File: src/rtl/slpg_pkg.sv
package slpg_pkg;

  // datapath sizes
  localparam int DUTY_BITS        = 13;
  localparam int SINE_TABLE_DEPTH = 256;  // power of two
  localparam int PULSE_PERIOD_MS  = 1350;

  localparam int IDX_BITS   = $clog2(SINE_TABLE_DEPTH);
  localparam int PULSE_BITS = $clog2(PULSE_PERIOD_MS);
  localparam int SINCE_BITS = 17;
  localparam int BLINK_BITS = 8;
  localparam int PHASE_BITS = 32;
  localparam int OVR_BITS   = 16;
  localparam int CFG_BITS   = 32;
  localparam int SQ_BITS    = 32;
  localparam int PROD_BITS  = SQ_BITS + DUTY_BITS;

  localparam logic [DUTY_BITS-1:0]  DUTY_FULL = DUTY_BITS'((1 << DUTY_BITS) - 1);
  localparam logic [SINCE_BITS-1:0] SINCE_MAX = '1;

  // blink timing (ms)
  localparam logic [BLINK_BITS-1:0] BLINK_LAST   = BLINK_BITS'(199);
  localparam logic [BLINK_BITS-1:0] STROBE_STEP  = BLINK_BITS'(50);
  localparam logic [BLINK_BITS-1:0] PANIC_ON     = BLINK_BITS'(100);
  localparam logic [BLINK_BITS-1:0] STROBE_STEP3 = BLINK_BITS'(150);

  // double pulse timing (ms)
  localparam logic [PULSE_BITS-1:0] PULSE_LAST    = PULSE_BITS'(PULSE_PERIOD_MS - 1);
  localparam logic [PULSE_BITS-1:0] PULSE1_END    = PULSE_BITS'(100);
  localparam logic [PULSE_BITS-1:0] PULSE2_START  = PULSE_BITS'(250);
  localparam logic [PULSE_BITS-1:0] PULSE2_END    = PULSE_BITS'(350);

  // command queue
  localparam int QUEUE_DEPTH = 4;
  localparam int QPTR_BITS   = $clog2(QUEUE_DEPTH);

  // reset values of the configuration registers
  localparam logic [OVR_BITS-1:0]   OVERRIDE_RESET = OVR_BITS'(5000);
  localparam logic [PHASE_BITS-1:0] STEP_RESET     = PHASE_BITS'(1288490);

  // action codes
  localparam logic [1:0] ACT_TICK   = 2'd0;
  localparam logic [1:0] ACT_SET    = 2'd1;
  localparam logic [1:0] ACT_TOGGLE = 2'd2;

  // ota status codes
  localparam logic [1:0] OTA_NONE    = 2'd0;
  localparam logic [1:0] OTA_ACTIVE  = 2'd1;
  localparam logic [1:0] OTA_SUCCESS = 2'd2;
  localparam logic [1:0] OTA_FAILED  = 2'd3;

  // mode codes
  localparam logic [2:0] MODE_HOLD    = 3'd0;
  localparam logic [2:0] MODE_STROBE  = 3'd1;
  localparam logic [2:0] MODE_SOLID   = 3'd2;
  localparam logic [2:0] MODE_PANIC   = 3'd3;
  localparam logic [2:0] MODE_BREATHE = 3'd4;
  localparam logic [2:0] MODE_PULSE   = 3'd5;

  // configuration register indexes
  localparam logic [1:0] CFG_ACTIVE_LOW = 2'd0;
  localparam logic [1:0] CFG_OVERRIDE   = 2'd1;
  localparam logic [1:0] CFG_STEP       = 2'd2;

  typedef struct packed {
    logic [1:0] action;
    logic       manual_on;
    logic [1:0] ota_status;
    logic       connected;
  } in_req_t;

  typedef struct packed {
    logic [DUTY_BITS-1:0] duty;
    logic [2:0]           mode;
  } out_resp_t;

  typedef enum logic [1:0] {
    KIND_DIRECT,
    KIND_HOLD,
    KIND_BREATHE
  } cmd_kind_t;

  // classified request handed from front to back
  typedef struct packed {
    cmd_kind_t             kind;
    logic [DUTY_BITS-1:0]  duty;
    logic [2:0]            mode;
    logic [PHASE_BITS-1:0] phase;
    logic                  active_low;
  } cmd_t;

  typedef logic [15:0] sine_lut_t [SINE_TABLE_DEPTH];

  // quarter-wave sine in Q1.15, series evaluated in Q30 at elaboration
  function automatic sine_lut_t build_sine();
    sine_lut_t         lut;
    longint unsigned   x;
    longint unsigned   x2;
    longint unsigned   term;
    longint unsigned   r;
    longint            sum;
    int                i;
    int                k;
    for (i = 0; i < SINE_TABLE_DEPTH; i++) begin
      x    = (64'd1686629713 * longint'(i)) / SINE_TABLE_DEPTH;
      x2   = (x * x) >> 30;
      term = x;
      sum  = longint'(x);
      for (k = 1; k <= 6; k++) begin
        term = (term * x2) >> 30;
        case (k)
          1:       term = term / 6;
          2:       term = term / 20;
          3:       term = term / 42;
          4:       term = term / 72;
          5:       term = term / 110;
          default: term = term / 156;
        endcase
        if (k % 2 == 1) sum = sum - longint'(term);
        else            sum = sum + longint'(term);
      end
      if (sum < 0) sum = 0;
      r = (longint'(sum) + 64'd16384) >> 15;
      if (r > 64'd32767) r = 64'd32767;
      lut[i] = r[15:0];
    end
    return lut;
  endfunction

  localparam sine_lut_t SINE_LUT = build_sine();

endpackage

File: src/rtl/status_led_pattern_generator.sv
// Status LED pattern generator. Each request is a 1 ms tick, a manual set or a
// manual toggle, and each yields one result: the PWM duty (after active_low
// polarity) and the active mode. One request is taken per clock while the
// queue is not full; each result passes through the lookup, square and scale
// stages of the breathing path. The front end keeps all timers and the
// breathing phase and classifies the request, a four-entry queue decouples
// it from the back end, and a single output register holds the oldest result
// until popped. The user is to write configuration through cfg_we, cfg_index
// and cfg_wdata only while the block is idle; the block does not enforce it.
module status_led_pattern_generator
  import slpg_pkg::*;
(
  input  logic                clk,
  input  logic                rst_n,
  input  logic                cfg_we,
  input  logic [1:0]          cfg_index,
  input  logic [CFG_BITS-1:0] cfg_wdata,
  input  logic                push,
  output logic                full,
  input  in_req_t             in_req,
  output logic                empty,
  input  logic                pop,
  output out_resp_t           out_resp
);

  logic q_wr;
  logic q_rd;
  logic q_full;
  logic q_empty;
  cmd_t wr_cmd;
  cmd_t rd_cmd;

  // request classification and timers
  slpg_front u_front (
    .clk       (clk),
    .rst_n     (rst_n),
    .cfg_we    (cfg_we),
    .cfg_index (cfg_index),
    .cfg_wdata (cfg_wdata),
    .push      (push),
    .full      (full),
    .in_req    (in_req),
    .q_wr      (q_wr),
    .q_cmd     (wr_cmd),
    .q_full    (q_full)
  );

  // command queue
  slpg_queue u_queue (
    .clk     (clk),
    .rst_n   (rst_n),
    .wr      (q_wr),
    .wr_cmd  (wr_cmd),
    .q_full  (q_full),
    .rd      (q_rd),
    .rd_cmd  (rd_cmd),
    .q_empty (q_empty)
  );

  // duty computation and result register
  slpg_back u_back (
    .clk      (clk),
    .rst_n    (rst_n),
    .q_empty  (q_empty),
    .q_cmd    (rd_cmd),
    .q_rd     (q_rd),
    .empty    (empty),
    .pop      (pop),
    .out_resp (out_resp)
  );

endmodule

File: src/rtl/slpg_front.sv
module slpg_front
  import slpg_pkg::*;
(
  input  logic                clk,
  input  logic                rst_n,
  input  logic                cfg_we,
  input  logic [1:0]          cfg_index,
  input  logic [CFG_BITS-1:0] cfg_wdata,
  input  logic                push,
  output logic                full,
  input  in_req_t             in_req,
  output logic                q_wr,
  output cmd_t                q_cmd,
  input  logic                q_full
);

  logic                  active_low_r;
  logic [OVR_BITS-1:0]   override_ms_r;
  logic [PHASE_BITS-1:0] step_r;

  logic [SINCE_BITS-1:0] since_r, since_nxt;
  logic                  level_r, level_nxt;
  logic [BLINK_BITS-1:0] blink_r, blink_nxt;
  logic [PULSE_BITS-1:0] pulse_r, pulse_nxt;
  logic [PHASE_BITS-1:0] phase_r, phase_nxt;

  logic strobe_on;
  logic panic_on;
  logic pulse_on;

  assign full = q_full;
  assign q_wr = push && !q_full;

  // configuration registers
  always_ff @(posedge clk) begin
    if (!rst_n) begin
      active_low_r  <= 1'b0;
      override_ms_r <= OVERRIDE_RESET;
      step_r        <= STEP_RESET;
    end else if (cfg_we) begin
      case (cfg_index)
        CFG_ACTIVE_LOW: active_low_r  <= cfg_wdata[0];
        CFG_OVERRIDE:   override_ms_r <= cfg_wdata[OVR_BITS-1:0];
        CFG_STEP:       step_r        <= cfg_wdata[PHASE_BITS-1:0];
        default:        ;
      endcase
    end
  end

  // pattern timers and manual state
  always_comb begin
    since_nxt = since_r;
    level_nxt = level_r;
    blink_nxt = blink_r;
    pulse_nxt = pulse_r;
    phase_nxt = phase_r;
    case (in_req.action)
      ACT_SET: begin
        level_nxt = in_req.manual_on;
        since_nxt = '0;
      end
      ACT_TOGGLE: begin
        level_nxt = !level_r;
        since_nxt = '0;
      end
      ACT_TICK: begin
        if (since_r != SINCE_MAX) since_nxt = since_r + 1'b1;
        blink_nxt = (blink_r == BLINK_LAST) ? '0 : blink_r + 1'b1;
        pulse_nxt = (pulse_r == PULSE_LAST) ? '0 : pulse_r + 1'b1;
        phase_nxt = phase_r + step_r;
      end
      default: ;
    endcase
  end

  always_ff @(posedge clk) begin
    if (!rst_n) begin
      since_r <= SINCE_MAX;
      level_r <= 1'b0;
      blink_r <= '0;
      pulse_r <= '0;
      phase_r <= '0;
    end else if (q_wr) begin
      since_r <= since_nxt;
      level_r <= level_nxt;
      blink_r <= blink_nxt;
      pulse_r <= pulse_nxt;
      phase_r <= phase_nxt;
    end
  end

  // on/off decisions of the blink patterns
  assign strobe_on = (blink_nxt >= STROBE_STEP && blink_nxt < PANIC_ON) ||
                     (blink_nxt >= STROBE_STEP3);
  assign panic_on  = blink_nxt >= PANIC_ON;
  assign pulse_on  = (pulse_nxt < PULSE1_END) ||
                     (pulse_nxt >= PULSE2_START && pulse_nxt < PULSE2_END);

  // classify the request
  always_comb begin
    q_cmd.kind       = KIND_HOLD;
    q_cmd.duty       = '0;
    q_cmd.mode       = MODE_HOLD;
    q_cmd.phase      = phase_nxt;
    q_cmd.active_low = active_low_r;
    case (in_req.action)
      ACT_SET, ACT_TOGGLE: begin
        q_cmd.kind = KIND_DIRECT;
        q_cmd.duty = {DUTY_BITS{level_nxt ^ active_low_r}};
      end
      ACT_TICK: begin
        case (in_req.ota_status)
          OTA_ACTIVE: begin
            q_cmd.kind = KIND_DIRECT;
            q_cmd.mode = MODE_STROBE;
            q_cmd.duty = {DUTY_BITS{strobe_on ^ active_low_r}};
          end
          OTA_SUCCESS: begin
            q_cmd.kind = KIND_DIRECT;
            q_cmd.mode = MODE_SOLID;
            q_cmd.duty = {DUTY_BITS{!active_low_r}};
          end
          OTA_FAILED: begin
            q_cmd.kind = KIND_DIRECT;
            q_cmd.mode = MODE_PANIC;
            q_cmd.duty = {DUTY_BITS{panic_on ^ active_low_r}};
          end
          default: begin
            if (since_nxt < {1'b0, override_ms_r}) begin
              q_cmd.kind = KIND_HOLD;
            end else if (in_req.connected) begin
              q_cmd.kind = KIND_BREATHE;
              q_cmd.mode = MODE_BREATHE;
            end else begin
              q_cmd.kind = KIND_DIRECT;
              q_cmd.mode = MODE_PULSE;
              q_cmd.duty = {DUTY_BITS{pulse_on ^ active_low_r}};
            end
          end
        endcase
      end
      default: ;
    endcase
  end

endmodule

File: src/rtl/slpg_queue.sv
module slpg_queue
  import slpg_pkg::*;
(
  input  logic clk,
  input  logic rst_n,
  input  logic wr,
  input  cmd_t wr_cmd,
  output logic q_full,
  input  logic rd,
  output cmd_t rd_cmd,
  output logic q_empty
);

  cmd_t                 mem_r [QUEUE_DEPTH];
  logic [QPTR_BITS-1:0] wr_ptr_r, rd_ptr_r;
  logic [QPTR_BITS:0]   count_r;

  assign q_full  = count_r == (QPTR_BITS+1)'(QUEUE_DEPTH);
  assign q_empty = count_r == '0;
  assign rd_cmd  = mem_r[rd_ptr_r];

  // entry storage
  always_ff @(posedge clk) begin
    if (wr) mem_r[wr_ptr_r] <= wr_cmd;
  end

  // pointers and fill count
  always_ff @(posedge clk) begin
    if (!rst_n) begin
      wr_ptr_r <= '0;
      rd_ptr_r <= '0;
      count_r  <= '0;
    end else begin
      if (wr) wr_ptr_r <= wr_ptr_r + 1'b1;
      if (rd) rd_ptr_r <= rd_ptr_r + 1'b1;
      case ({wr, rd})
        2'b10:   count_r <= count_r + 1'b1;
        2'b01:   count_r <= count_r - 1'b1;
        default: ;
      endcase
    end
  end

endmodule

File: src/rtl/slpg_back.sv
module slpg_back
  import slpg_pkg::*;
(
  input  logic      clk,
  input  logic      rst_n,
  input  logic      q_empty,
  input  cmd_t      q_cmd,
  output logic      q_rd,
  output logic      empty,
  input  logic      pop,
  output out_resp_t out_resp
);

  logic                 v1_r, v2_r, v3_r;
  cmd_t                 c1_r, c2_r;
  logic [15:0]          u1_r;
  logic [SQ_BITS-1:0]   sq2_r;
  out_resp_t            res3_r;
  logic [DUTY_BITS-1:0] held_r;

  logic                 adv1, adv2, adv3;
  logic [1:0]           quad;
  logic [IDX_BITS-1:0]  idx;
  logic [14:0]          mag;
  logic [15:0]          u_nxt;
  logic [PROD_BITS-1:0] prod;
  logic [DUTY_BITS-1:0] level;
  logic [DUTY_BITS-1:0] duty_nxt;

  // stage advance, a bubble never blocks the stage behind it
  assign adv3 = v2_r && (!v3_r || pop);
  assign adv2 = v1_r && (!v2_r || adv3);
  assign adv1 = !q_empty && (!v1_r || adv2);
  assign q_rd = adv1;

  assign empty    = !v3_r;
  assign out_resp = res3_r;

  // quarter-wave lookup and offset to unsigned
  assign quad = q_cmd.phase[PHASE_BITS-1 -: 2];
  assign idx  = q_cmd.phase[PHASE_BITS-3 -: IDX_BITS];
  always_comb begin
    if (quad[0]) begin
      mag = (idx == '0) ? 15'h7fff : SINE_LUT[IDX_BITS'(~idx + 1'b1)][14:0];
    end else begin
      mag = SINE_LUT[idx][14:0];
    end
    if (quad[1]) u_nxt = 16'h8000 - {1'b0, mag};
    else         u_nxt = {1'b1, mag};
  end

  // square scaled to full duty, then polarity and hold selection
  assign prod  = PROD_BITS'(sq2_r) * PROD_BITS'(DUTY_FULL);
  assign level = prod[PROD_BITS-1 -: DUTY_BITS];
  always_comb begin
    case (c2_r.kind)
      KIND_DIRECT:  duty_nxt = c2_r.duty;
      KIND_BREATHE: duty_nxt = c2_r.active_low ? (DUTY_FULL - level) : level;
      default:      duty_nxt = held_r;
    endcase
  end

  // valid bits and the held duty
  always_ff @(posedge clk) begin
    if (!rst_n) begin
      v1_r   <= 1'b0;
      v2_r   <= 1'b0;
      v3_r   <= 1'b0;
      held_r <= '0;
    end else begin
      if (adv1)      v1_r <= 1'b1;
      else if (adv2) v1_r <= 1'b0;
      if (adv2)      v2_r <= 1'b1;
      else if (adv3) v2_r <= 1'b0;
      if (adv3)      v3_r <= 1'b1;
      else if (pop)  v3_r <= 1'b0;
      if (adv3)      held_r <= duty_nxt;
    end
  end

  // stage payloads
  always_ff @(posedge clk) begin
    if (adv1) begin
      c1_r <= q_cmd;
      u1_r <= u_nxt;
    end
    if (adv2) begin
      c2_r  <= c1_r;
      sq2_r <= u1_r * u1_r;
    end
    if (adv3) begin
      res3_r.duty <= duty_nxt;
      res3_r.mode <= c2_r.mode;
    end
  end

endmodule
File: config.mk
export PLATFORM = sky130hd
export DESIGN_NAME = status_led_pattern_generator
export DESIGN_NICKNAME = d
export VERILOG_FILES = /design/src/rtl/slpg_pkg.sv /design/src/rtl/status_led_pattern_generator.sv /design/src/rtl/slpg_front.sv /design/src/rtl/slpg_queue.sv /design/src/rtl/slpg_back.sv
export SDC_FILE = /design/constraint.sdc
export NUM_CORES = 2
export LEC_CHECK = 0
export ABC_AREA = 1
export BUFFER_PORTS_ARGS = -buffer_cell sky130_fd_sc_hd__buf_2
export CAP_MARGIN = 5
export CORE_ASPECT_RATIO = 1.25
export CORE_MARGIN = 3
export CORE_UTILIZATION = 32
export DETAILED_ROUTE_END_ITERATION = 8
export SLEW_MARGIN = 25
export SYNTH_ARGS = -nofsm -noshare
export SYNTH_HDL_FRONTEND = slang
export SYNTH_SLANG_ARGS = --single-unit
export TNS_END_PERCENT = 5
File: constraint.sdc
create_clock -name clk -period 8.3 [get_ports clk]
set_input_delay 0.415 -clock clk [delete_from_list [all_inputs] [get_ports clk]]
set_output_delay 0.415 -clock clk [all_outputs]
set_load 0.005 [all_outputs]
==> results.cfg <==
[sta]
rsz0062_at_grt = no
hold_violations = 0
max_freq_mhz = 146.5
worst_pin_slew_ns = 1.206
fin_worst_skew_ns = 0.02855
slew_viol_final = 0
min_period_over_period_pct = 82.24
fin_ws_ns = 1.474
fin_setup_tns_ns = 0
period_minus_slack_ns = 6.826
relSlewSlack_pct = 19.63
setup_viol = 0

[yosys]
synth_area_per_cell_um2 = 7.348
yosysWarningCount = 0
synthArstFlopShare_pct = 0
synth.distinct_cells = 66
synth_area_mm2 = 0.03781
ys_ff_latch = 288
yosysSeqAreaShare_pct = 19.09
netlist_instances = 5146
synth-edff-count = 145
yosys_most_used_dff = edfxtp_1

[finish]
drive_above_1_share_pct = 5.612
final_common_cell = nand2_1
multi_input_area_mm2 = 0.02595
n_fill_cell = 12640
final_cell_mix = 1172 x nand2_1, 968 x inv_1, 406 x fa_1
area_growth_pct = 7.607
seq_area_mm2 = 0.007217
fin_nets = 5838

[die]
io_pins = 63
die_area_mm2 = 0.1224
die_y_um = 390.3
die_x_um = 313.5
core-area_mm2 = 0.1168
rows = 140
initial_core_util_pct = 32.36

[placement]
dp_slack_ns = 1.473
gp_congestion = 1.034
dp_hpwl_mm = 96.77
port_buffers = 62

[drt]
wl_per_cell_um = 18.39
drtIter0Drc = 2410
dr.pass1.iters = 6
drc_errors = 0
vias = 33810
post_drt_via_cell_ratio = 5.050
ant_nets = 0
finalWirelength_mm = 123.1

[clock_tree]
cts.sinks = 288
hold_buffers = 0
clk-insertion-delay-late_ns = 0.57
cts_tree = built
path_clk_slew_ns = 0.06
cts_root_buffer = clkbuf_16
postCtsSetupBuffers = 0
cts_buffers = 37
ctsResizeCount = 0
htree_levels = 2
cts.path.max_buffers = 3

[worst_setup_path]
critPathLaunch = u_back.u1_r[9]$_DFFE_PP_
worst_r2r_endpoint = u_back.sq2_r[29]$_DFFE_PP_
critPathSlowestCell = edfxtp_1
cp.arrival_ns = 7.13
cp-endpoint = u_back.sq2_r[29]$_DFFE_PP_
r2r_slack_ns = 1.47
cpPeakStageDelay_ns = 0.67
path_depth = 23
setup.worst_path.class = flop to flop
critPathMaxFanout = 16
critPathTopFamily = adder cells
worstSetupStartpointType = flop
reg2reg_from = u_back.u1_r[9]$_DFFE_PP_
path_cells = nand2_1 -> inv_1 -> fa_1 -> inv_1 -> fa_1 -> inv_1 -> fa_1 -> inv_1 -> fa_1 -> fa_1 -> fa_1 -> inv_1 -> ha_1 -> nand2_1 -> inv_1 -> a21boi_0 -> o21ai_0 -> a21boi_0 -> o21ai_0 -> nand3_1 -> nand2_1 -> a31oi_1 -> xor2_1
required_ns = 8.60
reg2reg_depth = 23
crit_buf_inv = 6
cp-end-kind = flop

[run]
cap_viol_max_count = 0

[global_route]
grt.overflow.total = 0
grt_pass1_wl_mm = 192.3
track_usage_pct = 19.94
grt_max_degree = 83
antenna_found_initial = 4
grt_pass1_vias = 33860

[outcome]
status = finished, final reports clean

[worst_hold_path]
worstHoldPathType = input port to flop
-- cell type report --
class                           instances  area share (%)
Multi-Input combinational cell       3685           63.78
Clock buffer                           41           2.389
Tap cell                             1562           4.803
Clock inverter                         27          0.5658
Antenna cell                            1        0.006150
Timing Repair Buffer                  104           1.587
Inverter                              987           9.129
Sequential cell                       288           17.74
-- cells by family after synthesis --
logic type,count (synthesis),share of synthesized area (%)
buf+inv,1175,12.34
simple gates,2128,24.33
flops,288,19.09
compound gates,781,11.41
xor+xnor,82,1.919
other cells,2,0.01986
fa+ha+maj,690,30.89
-- worst min-delay path by stage --
stage                                   startpoint                               to  slack, ns  depth (start not counted)
after floorplan           u_back.c1_r[0]$_DFFE_PP_         u_back.c2_r[0]$_DFFE_PP_       0.40                          0
after global placement    u_back.c1_r[0]$_DFFE_PP_         u_back.c2_r[0]$_DFFE_PP_       0.40                          0
after detailed placement  u_back.c1_r[0]$_DFFE_PP_         u_back.c2_r[0]$_DFFE_PP_       0.41                          0
after CTS                            cfg_wdata[16]  u_front.step_r[16]$_SDFFE_PN1P_       0.03                          3
after global routing                 cfg_wdata[16]  u_front.step_r[16]$_SDFFE_PN1P_       0.07                          3
final                                cfg_wdata[16]  u_front.step_r[16]$_SDFFE_PN1P_       0.06                          3
-- worst min-delay path: cells and delay by family --
kind                   cells  cell delay, ns
and+or+nand+nor            2            0.11
buffers and inverters      1            0.07
-- Yosys cell counts (all sizes together), types with 2 or more instances --
master	instances	area share, %
nand3b	7	0.14
a211oi	7	0.14
or2	26	0.43
a221oi	3	0.069
ha	284	9.4
o221ai	3	0.069
a31oi	26	0.43
o21ai	331	4.4
o211ai	40	0.79
nand3	397	5.5
xnor2	35	0.83
a21boi	12	0.24
a21oi	291	3.9
nor2	388	4.1
a21o	11	0.22
conb	2	0.020
o21a	11	0.22
and3	3	0.050
nand4	46	0.82
xor2	47	1.1
fa	406	21
nand2	1211	13
o31ai	4	0.079
o2111ai	6	0.14
nor4	12	0.20
o22ai	14	0.23
nor3	36	0.48
edfxtp	145	12
dfxtp	143	7.6
inv	986	9.8
clkbuf	99	0.99
o21bai	11	0.22
a22oi	3	0.060
o221a	2	0.060
buf	89	1.5
-- sequential cells by signal (all words and copies together), names as in the netlist, 2 cells and up, named ones only --
name	flops
u_front.override_ms_r	16
u_front.blink_r	8
u_back.c2_r	7
u_back.sq2_r	31
u_front.step_r	32
u_back.held_r	13
u_queue.count_r	3
u_front.phase_r	32
u_queue.rd_ptr_r	2
u_back.c1_r	7
u_queue.wr_ptr_r	2
u_back.out_resp	16
u_queue.mem_r	68
u_front.pulse_r	11
u_front.since_r	17
u_back.u1_r	16
-- metrics by stage --
stage | area (um2) | utilization, % | hold slack [ns] | cells
final | 40690 | 34.83 | 0.06307 | 6695
after global routing | 40690 | 34.83 | 0.07082 | 6695
after global placement | 39460 | 33.77 | 0.4044 | 6625
after CTS | 40690 | 34.82 | 0.03216 | 6694
after detailed placement | 39490 | 33.80 | 0.4063 | 6626
after floorplan | 37820 | - | 0.4003 | 5148
-- routing by layer --
metal | vias up | wire (um) | track usage (%)
met3 | 384 | 6015 | 2.242
li1 | 16200 | - | -
met2 | 1108 | 60440 | 34.77
met4 | 0 | 8365 | 11.70
met1 | 16120 | 48320 | 23.66
met5 | - | 0 | 0
Power is not shown: default switching activity piles up to over one toggle a cycle in this logic, so the estimate is an artifact.
